[src/hdl/tld_pkg.sv]
`default_nettype none
// ----------------------------------------------------------------------------
// tld_pkg: shared types and constants of the tracking lock debouncer
// Mode and transition codes, register indexes, field widths and the
// configuration and result bundles passed between modules.
// ----------------------------------------------------------------------------
package tld_pkg;

  // Field widths
  localparam int FieldWidth      = 16;
  localparam int ModeWidth       = 2;
  localparam int TransWidth      = 2;
  localparam int CfgIndexWidth   = 3;
  localparam int InDataWidth     = 32;
  localparam int OutDataWidth    = 40;
  localparam int CountWidthDflt  = 16;

  // Channel modes
  localparam logic [ModeWidth-1:0] MODE_ACQ   = 2'd0;
  localparam logic [ModeWidth-1:0] MODE_CONF  = 2'd1;
  localparam logic [ModeWidth-1:0] MODE_TRACK = 2'd2;

  // Transition events
  localparam logic [TransWidth-1:0] TRANS_NONE      = 2'd0;
  localparam logic [TransWidth-1:0] TRANS_CONFIRMED = 2'd1;
  localparam logic [TransWidth-1:0] TRANS_TIMEOUT   = 2'd2;
  localparam logic [TransWidth-1:0] TRANS_LOST      = 2'd3;

  // Command codes
  localparam logic CMD_EVAL  = 1'b0;
  localparam logic CMD_START = 1'b1;

  // Register indexes
  localparam logic [CfgIndexWidth-1:0] REG_CARRIER_THR = 3'd0;
  localparam logic [CfgIndexWidth-1:0] REG_RATIO_TOL   = 3'd1;
  localparam logic [CfgIndexWidth-1:0] REG_CONFIRM     = 3'd2;
  localparam logic [CfgIndexWidth-1:0] REG_TIMEOUT     = 3'd3;
  localparam logic [CfgIndexWidth-1:0] REG_LOSS        = 3'd4;

  // Register reset values
  localparam logic [FieldWidth-1:0] CARRIER_THR_RST = 16'd26214;
  localparam logic [FieldWidth-1:0] RATIO_TOL_RST   = 16'd1024;
  localparam logic [FieldWidth-1:0] CONFIRM_RST     = 16'd10;
  localparam logic [FieldWidth-1:0] TIMEOUT_RST     = 16'd100;
  localparam logic [FieldWidth-1:0] LOSS_RST        = 16'd10;

  // 1.0 in Q4.12
  localparam logic [FieldWidth-1:0] RATIO_ONE = 16'd4096;

  typedef struct packed {
    logic signed [FieldWidth-1:0] carrier_threshold;
    logic [FieldWidth-1:0]        ratio_tolerance;
    logic [FieldWidth-1:0]        confirm_blocks;
    logic [FieldWidth-1:0]        timeout_blocks;
    logic [FieldWidth-1:0]        loss_blocks;
  } tld_cfg_t;

  typedef struct packed {
    logic [FieldWidth-1:0] loss_level;
    logic [FieldWidth-1:0] confirm_level;
    logic [TransWidth-1:0] transition;
    logic                  good_flag;
    logic [ModeWidth-1:0]  channel_mode;
  } tld_result_t;

endpackage
`default_nettype wire

[src/hdl/tracking_lock_debouncer.sv]
`default_nettype none
// ----------------------------------------------------------------------------
// tracking_lock_debouncer: lock state machine of one tracking channel
// Debounces per-block lock decisions into acquiring/confirming/tracking.
// ----------------------------------------------------------------------------
// Usage:
//   Input stream: in_tuser carries the command (0 evaluate, 1 start
//   confirming), in_tdata carries carrier_lock and code_ratio. Every input
//   transaction yields exactly one output transaction with mode, good flag,
//   transition event and the confirm and loss counter levels.
//   Configuration writes go through cfg_valid/cfg_index/cfg_data and are
//   always ready; write them only while no transaction is in flight.
//   A result passes from the input register through the criteria and
//   counter update into the output register, which drives out_tvalid.
//   Throughput is one transaction per cycle while out_tready stays high;
//   a new input is taken while the previous result is still held.
//   When out_tready is low the result holds, the input stage fills and
//   in_tready falls; flow resumes without loss once out_tready returns.
//   Reset (rst_n low, synchronous) empties both stages, restores register
//   defaults and puts the channel in acquiring with all counters at zero.
// ----------------------------------------------------------------------------
module tracking_lock_debouncer #(
  parameter int COUNT_WIDTH = tld_pkg::CountWidthDflt
) (
  input  wire logic                                 clk,
  input  wire logic                                 rst_n,
  // Input stream
  input  wire logic                                 in_tvalid,
  output logic                                      in_tready,
  input  wire logic [tld_pkg::InDataWidth-1:0]      in_tdata,  // [15:0] carrier_lock, [31:16] code_ratio
  input  wire logic                                 in_tuser,  // [0] cmd
  // Result stream
  output logic                                      out_tvalid,
  input  wire logic                                 out_tready,
  output logic [tld_pkg::OutDataWidth-1:0]          out_tdata, // [1:0] channel_mode, [2] good_flag,
                                                               // [4:3] transition, [20:5] confirm_level,
                                                               // [36:21] loss_level, [39:37] zero
  // Configuration
  input  wire logic                                 cfg_valid,
  output logic                                      cfg_ready,
  input  wire logic [tld_pkg::CfgIndexWidth-1:0]    cfg_index,
  input  wire logic [tld_pkg::FieldWidth-1:0]       cfg_data
);

  localparam int ResWidth = $bits(tld_pkg::tld_result_t);

  tld_pkg::tld_cfg_t    cfg;
  tld_pkg::tld_result_t result;

  logic                                  s1_valid_r;
  logic                                  s1_cmd_r;
  logic signed [tld_pkg::FieldWidth-1:0] s1_carrier_r;
  logic [tld_pkg::FieldWidth-1:0]        s1_ratio_r;
  logic                                  out_valid_r;
  tld_pkg::tld_result_t                  out_res_r;
  logic                                  advance;

  tld_cfg_regs u_cfg (
    .clk       (clk),
    .rst_n     (rst_n),
    .cfg_valid (cfg_valid),
    .cfg_ready (cfg_ready),
    .cfg_index (cfg_index),
    .cfg_data  (cfg_data),
    .cfg       (cfg)
  );

  // Input stage moves on when the output register is free or being drained
  assign advance   = s1_valid_r && (!out_valid_r || out_tready);
  assign in_tready = !s1_valid_r || advance;

  // Input register
  always_ff @(posedge clk) begin
    if (!rst_n) begin
      s1_valid_r <= 1'b0;
    end else if (in_tready) begin
      s1_valid_r <= in_tvalid;
    end
  end

  always_ff @(posedge clk) begin
    if (in_tready && in_tvalid) begin
      s1_cmd_r     <= in_tuser;
      s1_carrier_r <= in_tdata[tld_pkg::FieldWidth-1:0];
      s1_ratio_r   <= in_tdata[2*tld_pkg::FieldWidth-1:tld_pkg::FieldWidth];
    end
  end

  tld_lock_fsm #(
    .COUNT_WIDTH (COUNT_WIDTH)
  ) u_fsm (
    .clk          (clk),
    .rst_n        (rst_n),
    .step         (advance),
    .cmd          (s1_cmd_r),
    .carrier_lock (s1_carrier_r),
    .code_ratio   (s1_ratio_r),
    .cfg          (cfg),
    .result       (result)
  );

  // Output register
  always_ff @(posedge clk) begin
    if (!rst_n) begin
      out_valid_r <= 1'b0;
    end else if (advance) begin
      out_valid_r <= 1'b1;
    end else if (out_tready) begin
      out_valid_r <= 1'b0;
    end
  end

  always_ff @(posedge clk) begin
    if (advance) begin
      out_res_r <= result;
    end
  end

  assign out_tvalid = out_valid_r;
  assign out_tdata  = {{(tld_pkg::OutDataWidth-ResWidth){1'b0}}, out_res_r};

endmodule
`default_nettype wire

[src/hdl/tld_cfg_regs.sv]
`default_nettype none
// ----------------------------------------------------------------------------
// tld_cfg_regs: configuration register file
// Five 16-bit registers written through an indexed write channel.
// Writes to unknown indexes are accepted and dropped.
// ----------------------------------------------------------------------------
module tld_cfg_regs (
  input  wire logic                                  clk,
  input  wire logic                                  rst_n,
  input  wire logic                                  cfg_valid,
  output logic                                       cfg_ready,
  input  wire logic [tld_pkg::CfgIndexWidth-1:0]     cfg_index,
  input  wire logic [tld_pkg::FieldWidth-1:0]        cfg_data,
  output tld_pkg::tld_cfg_t                          cfg
);

  tld_pkg::tld_cfg_t cfg_r;

  assign cfg_ready = 1'b1;
  assign cfg       = cfg_r;

  // Register writes
  always_ff @(posedge clk) begin
    if (!rst_n) begin
      cfg_r.carrier_threshold <= tld_pkg::CARRIER_THR_RST;
      cfg_r.ratio_tolerance   <= tld_pkg::RATIO_TOL_RST;
      cfg_r.confirm_blocks    <= tld_pkg::CONFIRM_RST;
      cfg_r.timeout_blocks    <= tld_pkg::TIMEOUT_RST;
      cfg_r.loss_blocks       <= tld_pkg::LOSS_RST;
    end else if (cfg_valid) begin
      unique case (cfg_index)
        tld_pkg::REG_CARRIER_THR: cfg_r.carrier_threshold <= cfg_data;
        tld_pkg::REG_RATIO_TOL:   cfg_r.ratio_tolerance   <= cfg_data;
        tld_pkg::REG_CONFIRM:     cfg_r.confirm_blocks    <= cfg_data;
        tld_pkg::REG_TIMEOUT:     cfg_r.timeout_blocks    <= cfg_data;
        tld_pkg::REG_LOSS:        cfg_r.loss_blocks       <= cfg_data;
        default: ;
      endcase
    end
  end

endmodule
`default_nettype wire

[src/hdl/tld_lock_fsm.sv]
`default_nettype none
// ----------------------------------------------------------------------------
// tld_lock_fsm: lock criteria and channel state machine
// Evaluates one block per step strobe, updates mode and the saturating
// confirm, loss and elapsed counters, and presents the step's result.
// ----------------------------------------------------------------------------
module tld_lock_fsm #(
  parameter int COUNT_WIDTH = tld_pkg::CountWidthDflt
) (
  input  wire logic                                 clk,
  input  wire logic                                 rst_n,
  input  wire logic                                 step,
  input  wire logic                                 cmd,
  input  wire logic signed [tld_pkg::FieldWidth-1:0] carrier_lock,
  input  wire logic [tld_pkg::FieldWidth-1:0]       code_ratio,
  input  wire tld_pkg::tld_cfg_t                    cfg,
  output tld_pkg::tld_result_t                      result
);

  // Compare width covers both counters and 16-bit limits
  localparam int CmpWidth = (COUNT_WIDTH > tld_pkg::FieldWidth) ?
                            COUNT_WIDTH : tld_pkg::FieldWidth;

  logic [tld_pkg::ModeWidth-1:0] mode_r, mode_nxt;
  logic [COUNT_WIDTH-1:0]        confirm_r, confirm_nxt;
  logic [COUNT_WIDTH-1:0]        loss_r, loss_nxt;
  logic [COUNT_WIDTH-1:0]        elapsed_r, elapsed_nxt;

  logic [tld_pkg::FieldWidth-1:0] ratio_dist;
  logic                           good;
  logic [tld_pkg::TransWidth-1:0] trans;
  logic                           good_out;
  logic [CmpWidth-1:0]            confirm_ext;
  logic [CmpWidth-1:0]            loss_ext;

  function automatic logic [COUNT_WIDTH-1:0] sat_up(input logic [COUNT_WIDTH-1:0] c);
    sat_up = (&c) ? c : c + 1'b1;
  endfunction

  function automatic logic [COUNT_WIDTH-1:0] sat_down(input logic [COUNT_WIDTH-1:0] c);
    sat_down = (c == '0) ? c : c - 1'b1;
  endfunction

  // Lock criteria: carrier at or above threshold, ratio within tolerance of 1.0
  always_comb begin
    ratio_dist = (code_ratio >= tld_pkg::RATIO_ONE) ? code_ratio - tld_pkg::RATIO_ONE
                                                    : tld_pkg::RATIO_ONE - code_ratio;
    good = (carrier_lock >= cfg.carrier_threshold) &&
           (ratio_dist <= cfg.ratio_tolerance);
  end

  // Next state
  always_comb begin
    mode_nxt    = mode_r;
    confirm_nxt = confirm_r;
    loss_nxt    = loss_r;
    elapsed_nxt = elapsed_r;
    trans       = tld_pkg::TRANS_NONE;
    good_out    = good;
    if (cmd == tld_pkg::CMD_START) begin
      mode_nxt    = tld_pkg::MODE_CONF;
      confirm_nxt = '0;
      loss_nxt    = '0;
      elapsed_nxt = '0;
      good_out    = 1'b0;
    end else begin
      unique case (mode_r)
        tld_pkg::MODE_CONF: begin
          confirm_nxt = good ? sat_up(confirm_r) : sat_down(confirm_r);
          elapsed_nxt = sat_up(elapsed_r);
          // Confirmation wins over timeout
          if (CmpWidth'(confirm_nxt) >= CmpWidth'(cfg.confirm_blocks)) begin
            loss_nxt = '0;
            mode_nxt = tld_pkg::MODE_TRACK;
            trans    = tld_pkg::TRANS_CONFIRMED;
          end else if (CmpWidth'(elapsed_nxt) >= CmpWidth'(cfg.timeout_blocks)) begin
            mode_nxt = tld_pkg::MODE_ACQ;
            trans    = tld_pkg::TRANS_TIMEOUT;
          end
        end
        tld_pkg::MODE_TRACK: begin
          loss_nxt = good ? sat_down(loss_r) : sat_up(loss_r);
          if (CmpWidth'(loss_nxt) >= CmpWidth'(cfg.loss_blocks)) begin
            mode_nxt = tld_pkg::MODE_ACQ;
            trans    = tld_pkg::TRANS_LOST;
          end
        end
        default: ; // acquiring holds
      endcase
    end
  end

  // State registers
  always_ff @(posedge clk) begin
    if (!rst_n) begin
      mode_r    <= tld_pkg::MODE_ACQ;
      confirm_r <= '0;
      loss_r    <= '0;
      elapsed_r <= '0;
    end else if (step) begin
      mode_r    <= mode_nxt;
      confirm_r <= confirm_nxt;
      loss_r    <= loss_nxt;
      elapsed_r <= elapsed_nxt;
    end
  end

  // Result: levels carry the low 16 bits of the counters
  always_comb begin
    confirm_ext          = CmpWidth'(confirm_nxt);
    loss_ext             = CmpWidth'(loss_nxt);
    result.channel_mode  = mode_nxt;
    result.good_flag     = good_out;
    result.transition    = trans;
    result.confirm_level = confirm_ext[tld_pkg::FieldWidth-1:0];
    result.loss_level    = loss_ext[tld_pkg::FieldWidth-1:0];
  end

endmodule
`default_nettype wire

[config.mk]
export PLATFORM = sky130hd
export DESIGN_NAME = tracking_lock_debouncer
export DESIGN_NICKNAME = d
export VERILOG_FILES = /design/src/hdl/tld_pkg.sv /design/src/hdl/tracking_lock_debouncer.sv /design/src/hdl/tld_cfg_regs.sv /design/src/hdl/tld_lock_fsm.sv
export SDC_FILE = /design/constraint.sdc
export NUM_CORES = 1
export LEC_CHECK = 0
export ABC_AREA = 1
export BUFFER_PORTS_ARGS = -buffer_cell sky130_fd_sc_hd__buf_2
export CORE_UTILIZATION = 23
export CTS_BUF_LIST = sky130_fd_sc_hd__clkbuf_8 sky130_fd_sc_hd__clkbuf_16
export DETAILED_ROUTE_END_ITERATION = 8
export PLACE_DENSITY = 0.47
export SLEW_MARGIN = 25
export SYNTH_ARGS = -nofsm -noshare
export SYNTH_HDL_FRONTEND = slang
export SYNTH_SLANG_ARGS = --single-unit
[constraint.sdc]
create_clock -name clk -period 6.3 [get_ports clk]
set_input_delay 1.26 -clock clk [delete_from_list [all_inputs] [get_ports clk]]
set_output_delay 1.26 -clock clk [all_outputs]
set_load 0.03 [all_outputs]
Word level (Yosys, flattened, before mapping)
Index checks and enable logic that the tools add are counted.

word-level totals
  word-level logic and storage cells = 85
  register bits = 202

operators by class
  magnitude comparators = 6
  mux-type cells = 26
  equal/unequal tests = 6
  add/subtract/negate cells = 7
  reduce and logical (&&, ||, !) cells = 21

operators with widths
  kind                      number
  $mux W16                  14
  $ge A16 B16 Y1            4
  $add A16 B1 Y16 const B   3
  $reduce_and A16 Y1        3
  $logic_not A16 Y1         2
  $pmux W16 S2              1
  $sub A16 B1 Y16 const B   2
  $ge A16 B13 Y1 const B    1
  $le A16 B16 Y1            1
  $sub A13 B16 Y16 const A  1
  $sub A16 B13 Y16 const B  1
  $mux W2                   7
  $reduce_and A2 Y1         6
  $pmux W2 S2               2
  $eq A3 B2 Y1 const B      2
  $reduce_bool A2 Y1        2
  $eq A3 B1 Y1 const B      1
  $eq A3 B3 Y1 const B      1
  $logic_and A1 B1 Y1       3
  $logic_not A3 Y1          1
  $eq A2 B1 Y1 const B      1
  $eq A2 B2 Y1 const B      1
  $logic_not A1 Y1          2
  $logic_or A1 B1 Y1        2
  $mux W1                   2

Depth between registers and ports, before layout
Gate-level depths: netlist of the first run.

  word-level depth = 9
  depth in mapped cells = 40
  gate-level depth less buffers = 39

By module
From an unflattened synthesis of the first run, not the netlist that was laid out.

second synthesis, totals
  cells, all modules = 1916
  area, all modules = 13359.1 um^2

modules (own cells, without submodules)
  module                   area an instance (um^2)  seq. area each (um^2)  instances  cells each
  tld_lock_fsm             7917.6                   1001.0                 1          1376
  tld_cfg_regs             3218.1                   1601.5                 1          453
  tracking_lock_debouncer  2223.4                   2142.1                 1          87

Worst setup path after synthesis of the first run
OpenSTA, ideal clock, no wires.

  path type = register to register
  from = reg s1_ratio_r[0] in the netlist's numbering
  to = reg out_res_r (netlist bit out_tdata[36]), data pin
  arrival = 4.480 ns
  setup slack = 1.568 ns
  cell stages (with the launch flop) = 39
  path buffers = 2
  data required time = 6.048 ns
  cells stage by stage = edfxtp_1 inv_1 ha_1 nand2_1 nor3_2 nand2_2 nor2_2 nand3_2 o21ai_2 inv_2 nand2_8 nor2_1 a21oi_2 xnor2_1 ha_1 a21oi_1 nor2_1 nor3_1 [... 3 more ...] nand2_1 clkbuf_1 nand4_1 nand2_1 inv_1 ha_1 nand2_1 inv_1 nand3_1 nor3_1 nand3_1 nand3_1 clkbuf_1 o21ai_0 inv_1 nand2_1 nand2_1 inv_1

RTL lines
  what                    line                            RTL
  start, declared         tracking_lock_debouncer.sv:53   logic [tld_pkg::FieldWidth-1:0] s1_ratio_r;
  start signal, assigned  tracking_lock_debouncer.sv:85   s1_ratio_r <= in_tdata[2*tld_pkg::FieldWidth-1:tld_pkg::FieldWidth];
  end signal, assigned    tracking_lock_debouncer.sv:115  out_res_r <= result;
  end, declared           tracking_lock_debouncer.sv:55   tld_pkg::tld_result_t out_res_r;

==> results_dict.tcl, run 1 <==
set metrics [dict create \
    status "completed" \
    antenna_found_initial 0 \
    cts-root-buf "clkbuf_16" \
    syn_area_um2 12700 \
    finalNetCount 1942 \
    drt-pass1-iter-count 7 \
    drt_wl_total_um 38200 \
    drt_iter0_markers 701 \
    final.setup_skew_ps 11.8 \
    hold_viol 0 \
    synth.avg_cell_area_um2 7.28 \
    cts_max_path_buffers 3 \
    critical-path-slowest-cell "edfxtp_1" \
    cts_resized 0 \
    tritoncts_num_sinks 202 \
    die_area_um2 56000 \
    synth_compound_area_share_pct 15.5 \
    fin_setup_tns_ps 0 \
    end_kind "register" \
    pre_cts_slack_ps 909 \
    port_buffers 95 \
    wl_per_cell_um 15.2 \
    place_hpwl_um 28200 \
    ys_types 49 \
    core-area_um2 54100 \
    start_util_pct 23.4 \
    slowest_delay_ps 400 \
    slew_violations 0 \
    worst_path_most_repeated_cell "nand2_1" \
    place_congestion 0.908 \
    cts_buffers 26 \
    chipWidth_um 237 \
    h-tree-depth 1 \
    synth_cells 1738 \
    grt_pass1_vias 10800 \
    drive_above_1_share_pct 10.7 \
    grt.total_usage_pct 13.6 \
    placed_area_um2 13700 \
    grt_overflow 0 \
    p_per_area_nw_per_um2 260 \
    synth_top_family_by_area "simple AND/OR/NAND/NOR gates" \
    cts_tree "yes" \
    p_leak_nw 6.43 \
    synth_fa_ha_area_share_pct 9.00 \
    maxCapViolCount 0 \
    post_cts_buffers 0 \
    finalCritPeriodShare_pct 85.9 \
    post-route-util_pct 27.0 \
    ys_ff_latch 202 \
    peakVddDrop_mv 0.199 \
    core.rowCount 85 \
    cp-start-kind "register" \
    die_h_um 237 \
    grt_first_pass_wirelength_um 60500 \
    clk_pin_slew_ps 60 \
    worstSkewPairLatency_ps 550 \
    synthMuxAreaShare_pct 0.0791 \
    hp-class "reg -> reg" \
    diodes 0 \
    synth_xor_area_share_pct 3.39 \
    synthSimpleGateAreaFrac_pct 23.8 \
    drc_errors 0 \
    ant_nets 0 \
    vias 11300 \
    crit_required_ps 6610 \
    yosys_warnings 0 \
    hold_buffers 0 \
    grt_max_degree 96 \
    rsz0062_at_grt "false" \
    stdcell_area_um2 14600 \
    ys_seq_area_share_pct 37.5 \
    worst_pin_slew_ps 948 \
    crit_arrival_ps 5720 \
    cp_max_fo 20 \
    maxSlewHeadroom_pct 36.3 \
    fmax_mhz 185 \
    area_delta_synth_final_pct 15.5 \
    via_per_inst 4.49 \
    setup_viol 0 \
    worst-setup-path-type "reg -> reg" \
    io_pins 100 \
    period_minus_slack_ps 5410 \
    setup_slack_ps 890 \
]
metrics by stage:
stage / power [mW] / instances / hold WS [ps]
3_3_place_gp: 2.30 / 2462 / 449
2_1_floorplan: 2.07 / 1740 / 435
3_5_place_dp: 2.31 / 2462 / 455
4_1_cts: 3.86 / 2510 / 463
5_1_grt: 4.02 / 2510 / 472
6_report: 3.79 / 2510 / 461
final timing paths:
path	slack (ps)	end	cells past startpoint	startpoint
worst min register to register	460	u_cfg.cfg[79]	2	u_cfg.cfg[79]
worst max-delay path	890	out_tdata[23]	39	s1_ratio_r[1]
worst min-delay path	460	u_cfg.cfg[79]	2	u_cfg.cfg[79]
worst max register to register	890	out_tdata[23]	39	s1_ratio_r[1]
state kept, by name, indices dropped and copies added, names as in the netlist:
| register | cells |
|---|---|
| out_tdata | 37 |
| out_tvalid | 1 |
| s1_carrier_r | 16 |
| s1_cmd_r | 1 |
| s1_ratio_r | 16 |
| s1_valid_r | 1 |
| u_cfg.cfg | 80 |
| u_fsm.confirm_r | 16 |
| u_fsm.elapsed_r | 16 |
| u_fsm.loss_r | 16 |
| u_fsm.mode_r | 2 |
synthesized netlist by cell type, drive strengths merged:
cell / n / share of area, %
nand2: 353 / 11
inv: 259 / 7.7
a21boi: 2 / 0.12
nor3: 40 / 1.8
nand4: 30 / 1.5
or2: 6 / 0.32
xnor2: 11 / 0.76
edfxtp: 70 / 17
conb: 2 / 0.059
ha: 91 / 9.0
xor2: 38 / 2.6
o211ai: 16 / 0.95
o22ai: 4 / 0.20
buf: 33 / 1.5
dfxtp: 132 / 21
a22o: 1 / 0.069
a21o: 3 / 0.18
a31oi: 4 / 0.20
nor4: 5 / 0.30
a31o: 1 / 0.069
mux2i: 1 / 0.079
clkinv: 1 / 0.030
o31ai: 1 / 0.059
o21ai: 152 / 6.0
o21a: 2 / 0.12
clkbuf: 44 / 1.3
a21oi: 187 / 7.5
nand3: 113 / 4.6
and2: 13 / 0.64
nor2: 123 / 3.9
power by group:
part	internal, mW	leakage, nW	switching (mW)
logic	0.266	4.21	0.544
registers	1.42	1.75	0.0528
clock network	0.922	0.461	0.592
critical path: cells and delay by family (launching register included):
family | cells | cell delay [ps]
simple gates | 23 | 2470
buf+inv | 8 | 910
fa+ha+maj | 3 | 690
compound gates | 4 | 560
flops | 1 | 400
xor+xnor | 1 | 130
cell type report:
cell class / instances / area [um2]
Sequential cell: 202 / 4740
Tap cell: 696 / 871
Clock buffer: 36 / 800
Inverter: 260 / 982
Multi-Input combinational cell: 1201 / 6580
Timing Repair Buffer: 103 / 536
Clock inverter: 12 / 96.3
Fill cell: 5914 / 39500
routing by layer:
| layer | global-route usage [%] | share of wire (%) |
|---|---|---|
| met5 | 0 | 0 |
| met1 | 18.9 | 49 |
| met3 | 2.25 | 4.4 |
| met2 | 21.5 | 44 |
| met4 | 3.78 | 2.5 |
cell families after synthesis:
| logic type | after synthesis |
|---|---|
| flip-flops | 202 |
| buffers and inverters | 337 |
| AO/OA/AOI/OAI | 373 |
| multiplexers | 1 |
| adder cells (fa/ha/maj) | 91 |
| AND/OR/NAND/NOR | 683 |
| XOR/XNOR | 49 |
| other | 2 |
placed cells by master, fill, tap and decap left out, drive strengths merged, types with 3 or more instances in the layout:
| cell type | count |
|---|---|
| edfxtp | 70 |
| clkbuf | 36 |
| nor4 | 5 |
| o22ai | 4 |
| buf | 103 |
| a21o | 3 |
| xnor2 | 11 |
| nand2 | 353 |
| nand4 | 30 |
| ha | 91 |
| o21ai | 152 |
| nand3 | 113 |
| dfxtp | 132 |
| conb | 4 |
| xor2 | 38 |
| inv | 264 |
| clkinv | 6 |
| a21oi | 187 |
| a31oi | 4 |
| o211ai | 16 |
| or2 | 6 |
| nor3 | 40 |
| and2 | 13 |
| nor2 | 123 |
(Power assumes the default switching activity.)
==> run 2, diff against run 1 <==
- CORE_UTILIZATION: 23 -> 56
- MAX_ROUTING_LAYER: unset -> met4
- PLACE_DENSITY: 0.47 -> 0.84
==> run 2 against run 1 <==
Effect of this change: final area shrank 4.6%; highest routed layer unchanged; power shrank 6.0%; via count grew 2.3%; the run now ends with DRC left; first-iteration DRC count grew 50%; clock-buffer cell count shrank 8; worst setup slack lost 83 ps; die area shrank 59%; critical path depth shrank 1; clock power shrank 14%; critical path type unchanged; combinational power shrank 2%; fmax shrank 1.5%; sequential power is essentially flat.
==> results_dict.tcl, run 2 (synthesis results as in run 1) <==
set metrics [dict create \
    status "finished with violations" \
    violations "DRC" \
    p_per_area_nw_per_um2 256 \
    drt_wl_total_um 32300 \
    cts_buffers 23 \
    cts_tree "yes" \
    largest_register_ffs 80 \
    core-area_um2 22000 \
    h-tree-depth 1 \
    area_delta_synth_final_pct 10.1 \
    diodes 0 \
    hold_viol 0 \
    grt_first_pass_wirelength_um 53400 \
    setup_viol 0 \
    grt_overflow 0 \
    worstSkewPairLatency_ps 530 \
    core.rowCount 54 \
    maxCapViolCount 0 \
    drt_iter0_markers 1054 \
    fmax_mhz 182 \
    chipWidth_um 152 \
    final_cell_mix "nand2_1, inv_1, a21oi_1, o21ai_0, dfxtp_1" \
    vias 11500 \
    power_mw 3.56 \
    switchingPower_mw 1.13 \
    m1WireLength_um 14400 \
    drive_above_1_share_pct 10.2 \
    cp_max_fo 24 \
    p_sw_share_pct 31.8 \
    wl_met3_um 2620 \
    slew_violations 0 \
    slowest_delay_ps 380 \
    start_util_pct 57.6 \
    end_kind "register" \
    fin_setup_tns_ps 0 \
    nFillCells 1927 \
    worst_pin_slew_ps 998 \
    area.sequential_um2 4740 \
    cts-root-buf "clkbuf_16" \
    ant_nets 0 \
    p_comb_share_pct 22.4 \
    crit_arrival_ps 5780 \
    drt-pass1-iter-count 8 \
    hp-class "reg -> reg" \
    crit_required_ps 6590 \
    critical-path-slowest-cell "edfxtp_1" \
    via_per_inst 5.52 \
    top_layer "met4" \
    port_buffers 95 \
    finalNetCount 1938 \
    tritoncts_num_sinks 202 \
    finalCritPeriodShare_pct 87.2 \
    rsz0062_at_grt "false" \
    hold_buffers 0 \
    peakVddDrop_mv 0.229 \
    worst-setup-path-type "reg -> reg" \
    p_int_mw 2.43 \
    period_minus_slack_ps 5490 \
    grt_pass1_vias 10900 \
    pwr-share-seq_pct 41.1 \
    maxSlewHeadroom_pct 33.5 \
    grt.total_usage_pct 29.0 \
    rr_worst_depth 38 \
    cts_max_path_buffers 3 \
    clockPowerShare_pct 36.5 \
    wl_per_cell_um 15.5 \
    drc_errors 7 \
    place_hpwl_um 23600 \
    place_congestion 0.950 \
    worst_path_most_repeated_cell "nand2_1" \
    p_leak_nw 6.37 \
    wl_met2_um 14400 \
    whs_path_depth 2 \
    final.setup_skew_ps 12.3 \
    clk_pin_slew_ps 60 \
    die_area_um2 23200 \
    multi_input_area_um2 6580 \
    antenna_found_initial 0 \
    cp-start-kind "register" \
    grt_max_degree 97 \
    io_pins 100 \
    die_h_um 152 \
    final_common_cell "nand2_1" \
]
run 2: what timing repair did:
| item | in CTS | in global routing |
|---|---|---|
| endpoints found under the setup margin | 0 | 34 |
| resized for setup | 0 | 1 |
| buffers inserted | 0 | 0 |
| endpoints found under the hold margin | 0 | 0 |
run 2: power groups by stage:
stage | clock [mW] | sequential (mW) | combinational [mW]
finish | 1.30 | 1.47 | 0.797
CTS | 1.32 | 1.46 | 0.789
global placement | 0 | 1.49 | 0.763
global route | 1.37 | 1.47 | 0.909
detailed placement | 0 | 1.49 | 0.784
floorplan | 0 | 1.49 | 0.578
run 2: cell type report:
type,instances,area share (%)
Timing Repair Buffer,102,3.79
Tap cell,280,2.51
Multi-Input combinational cell,1201,47.2
Clock buffer,28,4.79
Inverter,260,7.04
Clock inverter,14,0.593
Sequential cell,202,34.0
run 2: path summary, 6_finish.rpt:
check | startpoint | endpoint | slack, ps
worst max-delay path | s1_ratio_r[0] | out_tdata[21] | 810
worst min-delay path | u_cfg.cfg[55] | u_cfg.cfg[55] | 460
worst max register to register | s1_ratio_r[0] | out_tdata[21] | 810
worst min register to register | u_cfg.cfg[55] | u_cfg.cfg[55] | 460
run 2: metrics by stage:
step / instances / util (%) / setup WS, ps / cell area, um2 / hold slack (ps)
2_1_floorplan: 1740 / - / 1570 / 12700 / 435
3_3_place_gp: 2045 / 60.0 / 822 / 13200 / 451
3_5_place_dp: 2045 / 60.0 / 643 / 13200 / 454
4_1_cts: 2087 / 63.4 / 608 / 13900 / 463
5_1_grt: 2087 / 63.5 / 145 / 13900 / 484
6_report: 2087 / 63.5 / 808 / 13900 / 461
run 2: worst max-delay path: cells and delay by family (launching register included):
kind	cells	cell delay (ps)
adders and majority gates	3	750
AOI/OAI and AO/OA	4	620
DFF	1	380
xor gates and xnor gates	1	150
and+or+nand+nor	22	2530
buffers and inverters	8	800
run 2: routing by layer:
layer | vias up | GRT usage [%]
met3 | 61 | 4.64
met5 | - | -
met4 | 0 | 7.82
met2 | 414 | 46.2
li1 | 5819 | -
met1 | 5223 | 38.2
